**config.mk**
```make
export PLATFORM = sky130hd
export DESIGN_NAME = givens_rotation_matrix_engine_flat
export DESIGN_NICKNAME = d
export VERILOG_FILES = /design/src/design/grme_pkg.sv /design/src/design/grme_req_if.sv /design/src/design/grme_rsp_if.sv /design/src/design/givens_rotation_matrix_engine.sv /design/src/design/grme_ram.sv /design/src/design/grme_cordic.sv /design/src/design/grme_isqrt.sv /design/src/flat_wrapper.sv
export SDC_FILE = /design/constraint.sdc
export NUM_CORES = 2
export LEC_CHECK = 0
export ABC_AREA = 1
export BUFFER_PORTS_ARGS = -buffer_cell sky130_fd_sc_hd__buf_4
export CELL_PAD_IN_SITES_DETAIL_PLACEMENT = 1
export CELL_PAD_IN_SITES_GLOBAL_PLACEMENT = 2
export CORE_MARGIN = 3
export CORE_UTILIZATION = 25
export CTS_CLUSTER_DIAMETER = 100
export DETAILED_ROUTE_END_ITERATION = 8
export PLACE_DENSITY = 0.52
export SYNTH_ARGS = -nofsm -noshare
export SYNTH_HDL_FRONTEND = slang
export SYNTH_SLANG_ARGS = --single-unit
```
**constraint.sdc**
```tcl
create_clock -name clk_i -period 22.8 [get_ports clk_i]
set_input_delay 2.28 -clock clk_i [delete_from_list [all_inputs] [get_ports clk_i]]
set_output_delay 2.28 -clock clk_i [all_outputs]
set_load 0.01 [all_outputs]
```
**src/design/grme_pkg.sv**
```systemverilog
package grme_pkg;

  localparam int MaxOrderDef    = 8;
  localparam int CordicStepsDef = 16;

  localparam int ElemW  = 16;
  localparam int DotW   = 40;
  localparam int DiffW  = 24;
  localparam int MulW   = 24;
  localparam int ProdW  = 2 * MulW;
  localparam int SumW   = 56;
  localparam int RootW  = SumW / 2;
  localparam int DriftW = 24;
  localparam int ZW     = 34;

  localparam logic signed [ElemW-1:0] OneQ14   = 16'sd16384;
  localparam logic [DriftW-1:0]       DriftMax = {DriftW{1'b1}};

  typedef enum logic [1:0] {
    CMD_WRITE  = 2'd0,
    CMD_ROTATE = 2'd1,
    CMD_READ   = 2'd2,
    CMD_DRIFT  = 2'd3
  } cmd_e;

  typedef enum logic [1:0] {
    ST_OK    = 2'd0,
    ST_PLANE = 2'd1,
    ST_INDEX = 2'd2
  } status_e;

  typedef struct packed {
    logic                    done;
    logic signed [ElemW-1:0] cos_v;
    logic signed [ElemW-1:0] sin_v;
  } cordic_res_t;

  // Arctangent of 2^-k, 2^31 meaning pi.
  function automatic logic signed [ZW-1:0] atan_of(input logic [4:0] k);
    logic signed [ZW-1:0] v;
    case (k)
      5'd0:  v = 34'sd536870912;
      5'd1:  v = 34'sd316933406;
      5'd2:  v = 34'sd167458907;
      5'd3:  v = 34'sd85004756;
      5'd4:  v = 34'sd42667331;
      5'd5:  v = 34'sd21354465;
      5'd6:  v = 34'sd10679838;
      5'd7:  v = 34'sd5340245;
      5'd8:  v = 34'sd2670163;
      5'd9:  v = 34'sd1335087;
      5'd10: v = 34'sd667544;
      5'd11: v = 34'sd333772;
      5'd12: v = 34'sd166886;
      5'd13: v = 34'sd83443;
      5'd14: v = 34'sd41722;
      5'd15: v = 34'sd20861;
      5'd16: v = 34'sd10430;
      5'd17: v = 34'sd5215;
      5'd18: v = 34'sd2608;
      5'd19: v = 34'sd1304;
      5'd20: v = 34'sd652;
      5'd21: v = 34'sd326;
      5'd22: v = 34'sd163;
      5'd23: v = 34'sd81;
      default: v = '0;
    endcase
    return v;
  endfunction

  // Round a Q.28 sum half up to Q1.14 and saturate.
  function automatic logic signed [ElemW-1:0] round_q28(input logic signed [DotW-1:0] p);
    logic signed [DotW-1:0] t;
    t = (p + DotW'(8192)) >>> 14;
    if (t > DotW'(32767)) begin
      return 16'sh7fff;
    end else if (t < -DotW'(32768)) begin
      return 16'sh8000;
    end
    return t[ElemW-1:0];
  endfunction

endpackage

```
**src/design/grme_req_if.sv**
```systemverilog
interface grme_req_if;
  logic        valid;
  logic        ready;
  logic [1:0]  cmd;
  logic [2:0]  row_index;
  logic [2:0]  column_index;
  logic [15:0] element_value;
  logic [2:0]  plane_first;
  logic [2:0]  plane_second;
  logic [15:0] rotation_angle;
  logic        last_in_batch;

  modport source (output valid, cmd, row_index, column_index, element_value, plane_first,
                  plane_second, rotation_angle, last_in_batch, input ready);
  modport sink (input valid, cmd, row_index, column_index, element_value, plane_first,
                plane_second, rotation_angle, last_in_batch, output ready);
endinterface

```
**src/design/grme_rsp_if.sv**
```systemverilog
interface grme_rsp_if;
  logic        valid;
  logic        ready;
  logic [15:0] read_value;
  logic [23:0] drift_value;
  logic [1:0]  status;
  logic        batch_done;

  modport source (output valid, read_value, drift_value, status, batch_done, input ready);
  modport sink (input valid, read_value, drift_value, status, batch_done, output ready);
endinterface

```
**src/design/givens_rotation_matrix_engine.sv**
```systemverilog
// Write and read touch one entry; rotate runs the CORDIC, then updates each row in use;
//   drift sums every product (order cubed), squares each entry (order squared), takes the root.
// Throughput: one request at a time; the next is taken once the result has gone.
// The shared multiplier and the single read port of the matrix memory serialise this work.
// Reset: asynchronous, active low; matrix reads as identity, order returns to 8.
module givens_rotation_matrix_engine import grme_pkg::*; #(
  parameter int MAX_ORDER    = MaxOrderDef,
  parameter int CORDIC_STEPS = CordicStepsDef
) (
  input  logic       clk_i,
  input  logic       rst_ni,
  grme_req_if.sink   req,
  grme_rsp_if.source rsp,
  input  logic       cfg_we_i,
  input  logic [3:0] cfg_wdata_i
);
  localparam int Depth = MAX_ORDER * MAX_ORDER;
  localparam int AW    = $clog2(Depth);
  localparam int IW    = $clog2(MAX_ORDER + 1);

  typedef enum logic [4:0] {
    S_IDLE, S_RD_REQ, S_RD_DATA, S_ROT_CORDIC, S_ROT_RDA, S_ROT_RDB, S_ROT_P0, S_ROT_P1,
    S_ROT_P2, S_ROT_P3, S_ROT_P4, S_ROT_WB, S_DR_RDI, S_DR_RDJ, S_DR_P0, S_DR_ACC,
    S_DR_RND, S_DR_SQ, S_DR_SUM, S_DR_ROOT_GO, S_DR_ROOT, S_RESP
  } state_e;

  state_e state_q;

  logic [3:0]          order_q;
  logic [IW-1:0]       n;
  logic [Depth-1:0]    vld_q;
  logic [IW-1:0]       r_q, i_q, j_q, k_q;
  logic [2:0]          row_q, col_q, pi_q, pj_q;
  logic signed [15:0]  c_q, s_q, a_q, b_q, mem_val;
  logic signed [DotW-1:0]  acc_q;
  logic signed [DiffW-1:0] d_q;
  logic signed [ProdW-1:0] prod_q;
  logic [SumW-1:0]     sum_q;
  logic                rd_vld_q, rd_diag_q;
  logic signed [MulW-1:0] op_a, op_b;

  logic                ram_we;
  logic [AW-1:0]       ram_waddr, ram_raddr;
  logic [15:0]         ram_wdata, ram_rdata;
  logic [IW-1:0]       rd_r, rd_c;

  logic                acc_cmd, idx_ok, plane_ok, cordic_go, root_done;
  logic [RootW-1:0]    root;
  cordic_res_t         cres;

  logic [15:0]         out_read_q;
  logic [DriftW-1:0]   out_drift_q;
  status_e             out_status_q;
  logic                out_batch_q;

  function automatic logic [AW-1:0] addr_of(input logic [4:0] r, input logic [4:0] c);
    return AW'(int'(r) * MAX_ORDER + int'(c));
  endfunction

  assign n = IW'((int'(order_q) > MAX_ORDER) ? MAX_ORDER : int'(order_q));

  assign acc_cmd  = req.valid && req.ready;
  assign idx_ok   = (int'(req.row_index) < int'(n)) && (int'(req.column_index) < int'(n));
  assign plane_ok = (int'(req.plane_first) < int'(n)) && (int'(req.plane_second) < int'(n));
  assign cordic_go = acc_cmd && (cmd_e'(req.cmd) == CMD_ROTATE) && plane_ok;

  assign req.ready       = (state_q == S_IDLE);
  assign rsp.valid       = (state_q == S_RESP);
  assign rsp.read_value  = out_read_q;
  assign rsp.drift_value = out_drift_q;
  assign rsp.status      = out_status_q;
  assign rsp.batch_done  = out_batch_q;

  // unwritten entries read as identity
  assign mem_val = rd_vld_q ? ram_rdata : (rd_diag_q ? OneQ14 : 16'sd0);

  always_comb begin
    rd_r = '0;
    rd_c = '0;
    case (state_q)
      S_RD_REQ: begin
        rd_r = IW'(row_q);
        rd_c = IW'(col_q);
      end
      S_ROT_RDA: begin
        rd_r = r_q;
        rd_c = IW'(pi_q);
      end
      S_ROT_RDB: begin
        rd_r = r_q;
        rd_c = IW'(pj_q);
      end
      S_DR_RDI: begin
        rd_r = k_q;
        rd_c = i_q;
      end
      S_DR_RDJ: begin
        rd_r = k_q;
        rd_c = j_q;
      end
      default: ;
    endcase
  end

  assign ram_raddr = addr_of(5'(rd_r), 5'(rd_c));

  always_comb begin
    ram_we    = 1'b0;
    ram_waddr = '0;
    ram_wdata = '0;
    case (state_q)
      S_IDLE: begin
        ram_we    = acc_cmd && (cmd_e'(req.cmd) == CMD_WRITE) && idx_ok;
        ram_waddr = addr_of(5'(req.row_index), 5'(req.column_index));
        ram_wdata = req.element_value;
      end
      S_ROT_P3: begin
        ram_we    = 1'b1;
        ram_waddr = addr_of(5'(r_q), 5'(pi_q));
        ram_wdata = round_q28(acc_q);
      end
      S_ROT_WB: begin
        ram_we    = 1'b1;
        ram_waddr = addr_of(5'(r_q), 5'(pj_q));
        ram_wdata = round_q28(acc_q);
      end
      default: ;
    endcase
  end

  always_comb begin
    op_a = '0;
    op_b = '0;
    case (state_q)
      S_ROT_P0: begin
        op_a = MulW'(c_q);
        op_b = MulW'(a_q);
      end
      S_ROT_P1: begin
        op_a = MulW'(s_q);
        op_b = MulW'(b_q);
      end
      S_ROT_P2: begin
        op_a = MulW'(s_q);
        op_b = MulW'(a_q);
      end
      S_ROT_P3: begin
        op_a = MulW'(c_q);
        op_b = MulW'(b_q);
      end
      S_DR_P0: begin
        op_a = MulW'(a_q);
        op_b = MulW'(mem_val);
      end
      S_DR_SQ: begin
        op_a = MulW'(d_q);
        op_b = MulW'(d_q);
      end
      default: ;
    endcase
  end

  grme_ram #(.Width(ElemW), .Depth(Depth)) u_ram (
    .clk_i   (clk_i),
    .we_i    (ram_we),
    .waddr_i (ram_waddr),
    .wdata_i (ram_wdata),
    .raddr_i (ram_raddr),
    .rdata_o (ram_rdata)
  );

  grme_cordic #(.CordicSteps(CORDIC_STEPS)) u_cordic (
    .clk_i   (clk_i),
    .rst_ni  (rst_ni),
    .start_i (cordic_go),
    .angle_i (req.rotation_angle),
    .res_o   (cres)
  );

  grme_isqrt u_isqrt (
    .clk_i      (clk_i),
    .rst_ni     (rst_ni),
    .start_i    (state_q == S_DR_ROOT_GO),
    .radicand_i (sum_q),
    .done_o     (root_done),
    .root_o     (root)
  );

  always_ff @(posedge clk_i or negedge rst_ni) begin
    if (!rst_ni) begin
      state_q      <= S_IDLE;
      order_q      <= 4'd8;
      vld_q        <= '0;
      r_q          <= '0;
      i_q          <= '0;
      j_q          <= '0;
      k_q          <= '0;
      out_read_q   <= '0;
      out_drift_q  <= '0;
      out_status_q <= ST_OK;
      out_batch_q  <= 1'b0;
    end else begin
      if (cfg_we_i) begin
        order_q <= cfg_wdata_i;
      end
      if (ram_we) begin
        vld_q[ram_waddr] <= 1'b1;
      end
      case (state_q)
        S_IDLE: begin
          if (acc_cmd) begin
            out_read_q   <= '0;
            out_drift_q  <= '0;
            out_status_q <= ST_OK;
            out_batch_q  <= 1'b0;
            case (cmd_e'(req.cmd))
              CMD_WRITE: begin
                if (!idx_ok) out_status_q <= ST_INDEX;
                state_q <= S_RESP;
              end
              CMD_READ: begin
                if (!idx_ok) begin
                  out_status_q <= ST_INDEX;
                  state_q      <= S_RESP;
                end else begin
                  state_q <= S_RD_REQ;
                end
              end
              CMD_ROTATE: begin
                out_batch_q <= req.last_in_batch;
                if (!plane_ok) begin
                  out_status_q <= ST_PLANE;
                  state_q      <= S_RESP;
                end else begin
                  state_q <= S_ROT_CORDIC;
                end
              end
              CMD_DRIFT: begin
                i_q <= '0;
                j_q <= '0;
                k_q <= '0;
                state_q <= (n == '0) ? S_RESP : S_DR_RDI;
              end
              default: state_q <= S_RESP;
            endcase
          end
        end
        S_RD_REQ:  state_q <= S_RD_DATA;
        S_RD_DATA: begin
          out_read_q <= mem_val;
          state_q    <= S_RESP;
        end
        S_ROT_CORDIC: begin
          if (cres.done) begin
            r_q     <= '0;
            state_q <= S_ROT_RDA;
          end
        end
        S_ROT_RDA: state_q <= S_ROT_RDB;
        S_ROT_RDB: state_q <= S_ROT_P0;
        S_ROT_P0:  state_q <= S_ROT_P1;
        S_ROT_P1:  state_q <= S_ROT_P2;
        S_ROT_P2:  state_q <= S_ROT_P3;
        S_ROT_P3:  state_q <= S_ROT_P4;
        S_ROT_P4:  state_q <= S_ROT_WB;
        S_ROT_WB: begin
          if (r_q + 1'b1 == n) begin
            state_q <= S_RESP;
          end else begin
            r_q     <= r_q + 1'b1;
            state_q <= S_ROT_RDA;
          end
        end
        S_DR_RDI: state_q <= S_DR_RDJ;
        S_DR_RDJ: state_q <= S_DR_P0;
        S_DR_P0:  state_q <= S_DR_ACC;
        S_DR_ACC: begin
          if (k_q + 1'b1 == n) begin
            k_q     <= '0;
            state_q <= S_DR_RND;
          end else begin
            k_q     <= k_q + 1'b1;
            state_q <= S_DR_RDI;
          end
        end
        S_DR_RND: state_q <= S_DR_SQ;
        S_DR_SQ:  state_q <= S_DR_SUM;
        S_DR_SUM: begin
          if (j_q + 1'b1 == n) begin
            j_q <= '0;
            if (i_q + 1'b1 == n) begin
              state_q <= S_DR_ROOT_GO;
            end else begin
              i_q     <= i_q + 1'b1;
              state_q <= S_DR_RDI;
            end
          end else begin
            j_q     <= j_q + 1'b1;
            state_q <= S_DR_RDI;
          end
        end
        S_DR_ROOT_GO: state_q <= S_DR_ROOT;
        S_DR_ROOT: begin
          if (root_done) begin
            out_drift_q <= (root > RootW'(DriftMax)) ? DriftMax : root[DriftW-1:0];
            state_q     <= S_RESP;
          end
        end
        S_RESP: begin
          if (rsp.ready) state_q <= S_IDLE;
        end
        default: state_q <= S_IDLE;
      endcase
    end
  end

  // Datapath registers, no reset needed.
  always_ff @(posedge clk_i) begin
    prod_q    <= op_a * op_b;
    rd_vld_q  <= vld_q[ram_raddr];
    rd_diag_q <= (rd_r == rd_c);
    if (state_q == S_IDLE) begin
      row_q <= req.row_index;
      col_q <= req.column_index;
      pi_q  <= req.plane_first;
      pj_q  <= req.plane_second;
      sum_q <= '0;
      acc_q <= '0;
    end
    if (cres.done) begin
      c_q <= cres.cos_v;
      s_q <= cres.sin_v;
    end
    case (state_q)
      S_ROT_RDB: a_q <= mem_val;
      S_ROT_P0:  b_q <= mem_val;
      S_ROT_P1:  acc_q <= DotW'(prod_q);
      S_ROT_P2:  acc_q <= acc_q - DotW'(prod_q);
      S_ROT_P3:  acc_q <= DotW'(prod_q);
      S_ROT_P4:  acc_q <= acc_q + DotW'(prod_q);
      S_DR_RDJ:  a_q <= mem_val;
      S_DR_ACC:  acc_q <= acc_q + DotW'(prod_q);
      S_DR_RND: begin
        d_q   <= DiffW'((acc_q - ((i_q == j_q) ? (DotW'(1) <<< 28) : DotW'(0))
                         + DotW'(8192)) >>> 14);
        acc_q <= '0;
      end
      S_DR_SUM:  sum_q <= sum_q + SumW'(prod_q);
      default: ;
    endcase
  end
endmodule

```
**src/design/grme_ram.sv**
```systemverilog
module grme_ram #(
  parameter int Width = 16,
  parameter int Depth = 64
) (
  input  logic                     clk_i,
  input  logic                     we_i,
  input  logic [$clog2(Depth)-1:0] waddr_i,
  input  logic [Width-1:0]         wdata_i,
  input  logic [$clog2(Depth)-1:0] raddr_i,
  output logic [Width-1:0]         rdata_o
);
  logic [Width-1:0] mem_q [Depth];

  always_ff @(posedge clk_i) begin
    if (we_i) begin
      mem_q[waddr_i] <= wdata_i;
    end
    rdata_o <= mem_q[raddr_i];
  end
endmodule

```
**src/design/grme_cordic.sv**
```systemverilog
module grme_cordic import grme_pkg::*; #(
  parameter int CordicSteps = CordicStepsDef
) (
  input  logic              clk_i,
  input  logic              rst_ni,
  input  logic              start_i,
  input  logic [15:0]       angle_i,
  output cordic_res_t       res_o
);
  localparam int KW = $clog2(CordicSteps);
  localparam logic signed [ZW-1:0] Quarter = 34'sd1073741824;
  localparam logic signed [ZW-1:0] Half    = 34'sd2147483648;
  localparam logic signed [ZW-1:0] Gain    = 34'sd652032875;

  logic signed [ZW-1:0] x_q, y_q, z_q, z0, xs, ys, xr, yr;
  logic [KW-1:0]        k_q;
  logic                 run_q, flip_q, done_q;
  logic signed [15:0]   xc, yc;

  assign z0 = {{2{angle_i[15]}}, angle_i, 16'h0000};
  assign xs = x_q >>> k_q;
  assign ys = y_q >>> k_q;

  always_ff @(posedge clk_i or negedge rst_ni) begin
    if (!rst_ni) begin
      run_q  <= 1'b0;
      done_q <= 1'b0;
      k_q    <= '0;
      flip_q <= 1'b0;
      x_q    <= '0;
      y_q    <= '0;
      z_q    <= '0;
    end else begin
      done_q <= 1'b0;
      if (start_i) begin
        run_q <= 1'b1;
        k_q   <= '0;
        x_q   <= Gain;
        y_q   <= '0;
        // fold angles beyond a quarter turn and negate at the end
        if (z0 > Quarter) begin
          z_q    <= z0 - Half;
          flip_q <= 1'b1;
        end else if (z0 < -Quarter) begin
          z_q    <= z0 + Half;
          flip_q <= 1'b1;
        end else begin
          z_q    <= z0;
          flip_q <= 1'b0;
        end
      end else if (run_q) begin
        if (!z_q[ZW-1]) begin
          x_q <= x_q - ys;
          y_q <= y_q + xs;
          z_q <= z_q - atan_of(5'(k_q));
        end else begin
          x_q <= x_q + ys;
          y_q <= y_q - xs;
          z_q <= z_q + atan_of(5'(k_q));
        end
        if (k_q == KW'(CordicSteps - 1)) begin
          run_q  <= 1'b0;
          done_q <= 1'b1;
        end else begin
          k_q <= k_q + 1'b1;
        end
      end
    end
  end

  assign xr = (x_q + ZW'(32768)) >>> 16;
  assign yr = (y_q + ZW'(32768)) >>> 16;

  always_comb begin
    xc = (xr > ZW'(16384)) ? 16'sd16384 : ((xr < -ZW'(16384)) ? -16'sd16384 : xr[15:0]);
    yc = (yr > ZW'(16384)) ? 16'sd16384 : ((yr < -ZW'(16384)) ? -16'sd16384 : yr[15:0]);
  end

  assign res_o.done  = done_q;
  assign res_o.cos_v = flip_q ? -xc : xc;
  assign res_o.sin_v = flip_q ? -yc : yc;
endmodule

```
**src/design/grme_isqrt.sv**
```systemverilog
module grme_isqrt import grme_pkg::*; (
  input  logic             clk_i,
  input  logic             rst_ni,
  input  logic             start_i,
  input  logic [SumW-1:0]  radicand_i,
  output logic             done_o,
  output logic [RootW-1:0] root_o
);
  localparam int RemW = RootW + 3;
  localparam int CW   = $clog2(RootW);

  logic [SumW-1:0]  rad_q;
  logic [RemW-1:0]  rem_q, t, trial;
  logic [RootW-1:0] root_q;
  logic [CW-1:0]    cnt_q;
  logic             run_q, done_q;

  assign t     = {rem_q[RemW-3:0], rad_q[SumW-1:SumW-2]};
  assign trial = {1'b0, root_q, 2'b01};

  always_ff @(posedge clk_i or negedge rst_ni) begin
    if (!rst_ni) begin
      run_q  <= 1'b0;
      done_q <= 1'b0;
      cnt_q  <= '0;
      rad_q  <= '0;
      rem_q  <= '0;
      root_q <= '0;
    end else begin
      done_q <= 1'b0;
      if (start_i) begin
        run_q  <= 1'b1;
        cnt_q  <= '0;
        rad_q  <= radicand_i;
        rem_q  <= '0;
        root_q <= '0;
      end else if (run_q) begin
        // one result bit per cycle, two radicand bits in
        rad_q <= {rad_q[SumW-3:0], 2'b00};
        if (t >= trial) begin
          rem_q  <= t - trial;
          root_q <= {root_q[RootW-2:0], 1'b1};
        end else begin
          rem_q  <= t;
          root_q <= {root_q[RootW-2:0], 1'b0};
        end
        if (cnt_q == CW'(RootW - 1)) begin
          run_q  <= 1'b0;
          done_q <= 1'b1;
        end else begin
          cnt_q <= cnt_q + 1'b1;
        end
      end
    end
  end

  assign done_o = done_q;
  assign root_o = root_q;
endmodule

```
**src/flat_wrapper.sv**
```systemverilog
// flat-port wrapper written by rule: the top's interface ports become plain ports
module givens_rotation_matrix_engine_flat import grme_pkg::*;
#(
  parameter int MAX_ORDER    = MaxOrderDef,
  parameter int CORDIC_STEPS = CordicStepsDef
)
  (clk_i, rst_ni, cfg_we_i, cfg_wdata_i, req_valid, req_cmd, req_row_index, req_column_index, req_element_value, req_plane_first, req_plane_second, req_rotation_angle, req_last_in_batch, req_ready, rsp_valid, rsp_read_value, rsp_drift_value, rsp_status, rsp_batch_done, rsp_ready);
  grme_req_if req_i ();
  grme_rsp_if rsp_i ();
  input  logic clk_i;
  input  logic rst_ni;
  input  logic cfg_we_i;
  input  logic [3:0] cfg_wdata_i;
  input wire logic [$bits(req_i.valid)-1:0] req_valid;
  input wire logic [$bits(req_i.cmd)-1:0] req_cmd;
  input wire logic [$bits(req_i.row_index)-1:0] req_row_index;
  input wire logic [$bits(req_i.column_index)-1:0] req_column_index;
  input wire logic [$bits(req_i.element_value)-1:0] req_element_value;
  input wire logic [$bits(req_i.plane_first)-1:0] req_plane_first;
  input wire logic [$bits(req_i.plane_second)-1:0] req_plane_second;
  input wire logic [$bits(req_i.rotation_angle)-1:0] req_rotation_angle;
  input wire logic [$bits(req_i.last_in_batch)-1:0] req_last_in_batch;
  output wire logic [$bits(req_i.ready)-1:0] req_ready;
  output wire logic [$bits(rsp_i.valid)-1:0] rsp_valid;
  output wire logic [$bits(rsp_i.read_value)-1:0] rsp_read_value;
  output wire logic [$bits(rsp_i.drift_value)-1:0] rsp_drift_value;
  output wire logic [$bits(rsp_i.status)-1:0] rsp_status;
  output wire logic [$bits(rsp_i.batch_done)-1:0] rsp_batch_done;
  input wire logic [$bits(rsp_i.ready)-1:0] rsp_ready;
  assign req_i.valid = req_valid;
  assign req_i.cmd = req_cmd;
  assign req_i.row_index = req_row_index;
  assign req_i.column_index = req_column_index;
  assign req_i.element_value = req_element_value;
  assign req_i.plane_first = req_plane_first;
  assign req_i.plane_second = req_plane_second;
  assign req_i.rotation_angle = req_rotation_angle;
  assign req_i.last_in_batch = req_last_in_batch;
  assign req_ready = req_i.ready;
  assign rsp_valid = rsp_i.valid;
  assign rsp_read_value = rsp_i.read_value;
  assign rsp_drift_value = rsp_i.drift_value;
  assign rsp_status = rsp_i.status;
  assign rsp_batch_done = rsp_i.batch_done;
  assign rsp_i.ready = rsp_ready;
  givens_rotation_matrix_engine #(.MAX_ORDER(MAX_ORDER), .CORDIC_STEPS(CORDIC_STEPS)) u_core (.clk_i(clk_i), .rst_ni(rst_ni), .req(req_i), .rsp(rsp_i), .cfg_we_i(cfg_we_i), .cfg_wdata_i(cfg_wdata_i));
endmodule
```
# Word level (Yosys, flattened, before mapping)
# Memory sizes are Yosys's and may differ from the RTL's. A register that Yosys moved wholly into a read port is not among the register bits.
# Index checks and enable logic that the tools add are counted.
dict set report totals {
  word_cells 288
  mem_bits_ro 960
  memories 3
  mem_bits_rw 1024
  register_bits 607
  output_inout_bits 45
  input_bits 56
}
dict set report classes {
  magnitude_cmp 18
  eq_ne 42
  n_mul 1
  n_mux 115
  n_bitwise 1
  n_addsub 29
  shift 2
  reduce_logical 39
}
# name words word_bits read_ports rd_ports_with_merged_regs write_ports line
set memory_table {}
lappend memory_table {u_core.u_ram.mem_q 64 16 1 1 1 grme_ram.sv:12} ;# logic [Width-1:0] mem_q [Depth];
lappend memory_table {{(name not given)} 16 30 1 0 0 grme_pkg.sv:41} ;# case (k)
lappend memory_table {{(name not given)} 16 30 1 0 0 grme_pkg.sv:41}
# cell n
set ops {}
lappend ops {{$mux 34} 17}
lappend ops {{$mux 56} 4}
lappend ops {{$mux 16} 12}
lappend ops {{$pmux 24 s4} 2}
lappend ops {{$pmux 40 s4} 1}
lappend ops {{$mux 29} 4}
lappend ops {{$pmux 5 s22} 1}
lappend ops {{$add 34x34->34} 3}
lappend ops {{$sub 34x34->34} 3}
lappend ops {{$mux 24} 3}
lappend ops {{$mux 5} 14}
lappend ops {{$add 34x17->34 const B} 2}
lappend ops {{$sshr 34x4->34} 2}
lappend ops {{$or 64x64->64} 1}
lappend ops {{$add 56x56->56} 1}
lappend ops {{$mux 28} 2}
lappend ops {{$mul 24x24->48} 1}
lappend ops {{$mux 4} 12}
lappend ops {{$pmux 16 s3} 1}
lappend ops {{$pmux 24 s2} 1}
lappend ops {{$add 40x15->40 const B} 1}
lappend ops {{$add 40x40->40} 1}
lappend ops {{$eq 5x4->1 const B} 8}
lappend ops {{$mux 40} 1}
lappend ops {{other kinds (57)} 149}

# Longest topological paths before layout
dict set report depth {
  word_depth 10
  ltp_mapped 42
  mapped_depth_nobuf 40
}

# Modules after synthesis
# A second synthesis with hierarchy kept.
dict set report hier_totals {
  hier_cells 13849
  area_unflattened_um2 115149.2
}
# mod seq_area_each_um2 n_inst area_each_um2 cells_per_inst
set modules_own_cells {}
lappend modules_own_cells {givens_rotation_matrix_engine 10191.0 1 47712.0 6145}
lappend modules_own_cells {grme_ram 31069.8 1 42126.7 3531}
lappend modules_own_cells {grme_cordic 2727.6 1 17922.2 3126}
lappend modules_own_cells {grme_isqrt 3002.9 1 7388.3 1047}

# Least setup slack after synthesis
# No wires, ideal clock.
dict set report synth_path {
  path_kind {register -> register}
  from {reg u_core.state_q[3]}
  to {reg u_core.prod_q[47]}
  required_ns 22.677
  path_stages_with_launch 32
  setup_time_ns 0.123
  t_arrival_ns 8.514
  n_path_buf 2
  synth_period_minus_slack_ns 8.637
  slack_ns 14.163
  path_cell_list {dfrtp_1 inv_1 nand2_1 nor2_1 inv_1 nor2_1 nor2_2 inv_1 buf_2 nand2_1 nand3_1 buf_2 nand2_1 fa_1 inv_1 fa_1 fa_1 fa_1 fa_1 fa_1 inv_1 fa_1 inv_1 ha_1 nand2_1 nor2_1 inv_1 nor4_1 o21ai_0 nand3_1 a21oi_1 xor2_1}
}
dict set report synth_between {
  elab_chain_len 4
  word_cells_on_any_way 13
  cone_classes {1 x mul; 6 x eq/ne; 2 x mux; 4 x reduce/logical}
}
# element line
set synth_rtl {}
lappend synth_rtl {{start, declared} givens_rotation_matrix_engine.sv:27} ;# state_e state_q;
lappend synth_rtl {{start signal, assigned} givens_rotation_matrix_engine.sv:242} ;# state_q <= (n == '0) ? S_RESP : S_DR_RDI;
lappend synth_rtl {{$eq 5x3->1 or $eq 5x4->1 (tied branches)} givens_rotation_matrix_engine.sv:134} ;# case (state_q)
lappend synth_rtl {{$reduce_or 2->1 (no line)} n/a}
lappend synth_rtl {{$pmux 24 s4} givens_rotation_matrix_engine.sv:134}
lappend synth_rtl {{$mul 24x24->48 *} givens_rotation_matrix_engine.sv:319} ;# prod_q <= op_a * op_b;
lappend synth_rtl {{end signal, assigned} givens_rotation_matrix_engine.sv:319}
lappend synth_rtl {{end, declared} givens_rotation_matrix_engine.sv:37} ;# logic signed [ProdW-1:0] prod_q;
# Every way passes the cells marked *; elsewhere a longest branch is shown, timed or not.
# A chain may end at the register's enable or synchronous reset.

# Worst setup path in the final report
# Ends and elaborated chain as after synthesis.

==> results by group <==
Timing
  • Rel. slew slack: 0.166
  • Fmax: 0.104 GHz
  • Final Hold Vio Count: 0
  • Transition time at the pin with the least slew margin: 1.25 ns
  • TNS Setup: 0 ns
  • RSZ-0062 raised after global routing: no
  • Clock skew: 0.119 ns
  • Min Tclk post-route: 9.65 ns
  • Final Slew Violations: 0
  • Final Cycle Share: 0.423
  • Endpoints failing setup: 0

Global route
  • Initial antenna violation count: 39
  • First-pass GRT wire length: 660000 µm
  • Pin count of the biggest net entering global routing: 204
  • Total gr overflow: 0
  • GR Util All Layers: 0.191
  • Vias in the first global route: 95876

Drt
  • Top Layer Used: met5
  • DRC viols: 0
  • Met3 WL post-DR: 13100 µm
  • 1st-pass router iterations: 6
  • Post-Route WL: 447000 µm
  • M1 WL: 210000 µm
  • Initial drt markers: 5402
  • DR vias/cell: 4.75
  • Via count: 89409
  • WL/cell: 23.8 µm
  • Met2 WL: 213000 µm
  • Post-detailed-route count of antenna-violating nets: 0

Yosys
  • Mapped Avg Cell Area: 8.88 µm²
  • Synth cell types: 78
  • FFs w/ async S/R, synth: 0.219
  • Ys flop type: edfxtp_1
  • Syn_nets: 13805
  • Post-Syn Area: 113000 µm²
  • Seq cells post-synth: 1647
  • Cells after Synth: 12692
  • Post-synth EDFFs: 1220
  • Sequential area share after synthesis: 0.417
  • Synth Warn #: 0

Cells and area
  • Number of fill cells: 51641
  • Post-layout net count: 13798
  • FF/Latch Area: 47000 µm²
  • Fin area: 127000 µm²
  • Layout cells sized above 1: 0.0773
  • Final core occ: 0.285
  • Synth-to-Final Area Change: 12.9%
  • Area of the multi-input gates: 55700 µm²

Floorplan
  • Die Area: 459000 µm²
  • I/O pins: 101
  • # rows: 245
  • Starting Density: 0.252
  • Core area: 447000 µm²
  • Die width: 678 µm
  • Die H: 678 µm

Clock tree
  • Worst-Skew Late Latency: 0.95 ns
  • CTS tree: yes
  • CTS Buffer Depth: 4
  • CTS Hold Bufs: 0
  • Htree depth: 4
  • Clk slew on worst S/H paths: 0.06 ns
  • Post-CTS sizing: 0
  • Sink Count: 1647
  • Root Buffer: clkbuf_16
  • Total CTS buffers: 218
  • Post-CTS Setup Inserts: 0

Worst setup path
  • CP peak stage delay: 1.22 ns
  • Crit Path Max Fanout: 24
  • Internal reg-to-reg setup slack: 13.15 ns
  • Setup crit end kind: flop
  • Critical path type: flop to flop
  • Slowest-stage cell, CP: fa_1
  • Critical path arrival: 10.37 ns
  • WP data required: 23.51 ns
  • WP buf/inv: 9
  • Top delay family on crit path: adder cells
  • Worst R2R Start: u_core.state_q[3]
  • Startpoint types: flop
  • Worst reg-to-reg path cell count: 31
  • Reg-to-Reg End: u_core.prod_q[47]

Min path
  • HP Class: flop to flop
  • Hold endpoint: u_core.vld_q[35]
  • Hold path depth: 2
  • Hold_sp: u_core.vld_q[35]

Run
  • Max Cap Viol: 0

Placed design
  • # port buffers: 100
  • DP Area: 120000 µm²
  • Post-DP HPWL: 326000 µm
  • GPL Wtd Cong: 0.841

Pwr
  • Pwr Density: 161 nW/µm²
  • Worst vdd ir: 0.0000925 V
  • Leakage: 54.8 nW

Outcome
  • Run status: finished clean
## per-stage QoR
stage,hold WS (ns),setup WS (ns),power [W],cells
detailed placement,0.438,13.15,0.0174,18393
CTS,0.449,13.08,0.0209,18792
global route,0.471,12.56,0.0224,18801
finish,0.449,13.15,0.0205,18808
global placement,0.435,13.17,0.0173,18393
floorplan,0.422,14.16,0.0127,12692
## worst reg2reg max path, delay by kind of cell (launching register included)
family | cells | cell delay (ns)
AO/OA/AOI/OAI | 2 | 0.28
XOR/XNOR | 1 | 0.15
adder cells (fa/ha/maj) | 8 | 4.91
buffers and inverters | 9 | 1.78
flip-flops | 1 | 0.40
AND/OR/NAND/NOR | 11 | 2.01
## cell type report
| class | count | share of cell area |
|---|---|---|
| Multi-Input combinational cell | 8416 | 0.438 |
| Sequential cell | 1647 | 0.369 |
| Inverter | 2117 | 0.0625 |
| Tap cell | 5928 | 0.0583 |
| Clock buffer | 299 | 0.0471 |
| Timing Repair Buffer | 285 | 0.0172 |
| Clock inverter | 100 | 0.00764 |
| Antenna cell | 16 | 0.000315 |
## per-layer routing
| metal | GRT usage | up-vias |
|---|---|---|
| met5 | 0 | - |
| li1 | - | 42107 |
| met4 | 0.0447 | 2 |
| met2 | 0.325 | 1210 |
| met3 | 0.0176 | 436 |
| met1 | 0.263 | 45654 |
## synth_stat cells (76+ instances only)
cell / n / area, µm²
buf_2: 195 / 976
nor2_1: 732 / 2750
or2_2: 219 / 1370
edfxtp_1: 1220 / 36600
xor2_1: 253 / 2220
clkbuf_1: 248 / 931
nand2_1: 2557 / 9600
ha_1: 445 / 5570
o211ai_1: 593 / 4450
inv_1: 2080 / 7810
nand3_1: 683 / 3420
o21ai_0: 814 / 4070
dfrtp_1: 360 / 9010
o22ai_1: 108 / 676
fa_1: 612 / 12300
nand4_1: 76 / 475
xnor2_1: 128 / 1120
a21oi_1: 517 / 2590
## cell usage in the layout, fill, tap and decap left out, types with 108 or more instances in the layout
| cell | n |
|---|---|
| nand2_1 | 2539 |
| inv_1 | 2075 |
| edfxtp_1 | 1220 |
| o21ai_0 | 812 |
| nor2_1 | 714 |
| nand3_1 | 682 |
| fa_1 | 612 |
| o211ai_1 | 593 |
| a21oi_1 | 516 |
| ha_1 | 444 |
| dfrtp_1 | 356 |
| buf_4 | 281 |
| xor2_1 | 253 |
| or2_2 | 219 |
| clkbuf_16 | 219 |
| xnor2_1 | 128 |
| o22ai_1 | 108 |
## sequential cells by signal (all words and copies together), names as in the netlist, 24 cells and up
register / cells
u_core.u_ram.mem_q: 1024
u_core.vld_q: 64
u_core.sum_q: 56
u_core.u_isqrt.rad_q: 56
u_core.prod_q: 48
u_core.acc_q: 40
u_core.u_cordic.x_q: 34
u_core.u_cordic.y_q: 34
u_core.u_cordic.z_q: 34
u_core.u_isqrt.rem_q: 29
u_core.u_isqrt.root_o: 28
u_core.d_q: 24
u_core.rsp.drift_value: 24
## cells by family after synthesis
group                      share of synthesized area
xor gates and xnor gates                      0.0299
adders and majority gates                      0.158
and+or+nand+nor                                0.168
DFF                                            0.417
muxes                                       0.000644
buffers and inverters                         0.0913
AOI/OAI and AO/OA                              0.135
## power by group
part	leakage [nW]	internal, W	switching, W
clock	3.36	0.00196	0.00144
sequential	16.7	0.00387	0.000477
combinational	34.7	0.00386	0.00894
total	54.8	0.00969	0.0109
## worst max path at each step
stage,start,endpoint,slack (ns),cells after the start
after detailed placement,u_core.state_q[3],u_core.prod_q[47],13.15,31
after global routing,u_core.state_q[3],u_core.prod_q[47],12.56,31
final,u_core.state_q[3],u_core.prod_q[47],13.15,31
after global placement,u_core.state_q[3],u_core.prod_q[47],13.17,31
after floorplan,u_core.state_q[3],u_core.prod_q[47],14.16,31
after CTS,u_core.state_q[3],u_core.prod_q[47],13.08,31
Power figures use the tool's default switching activity.
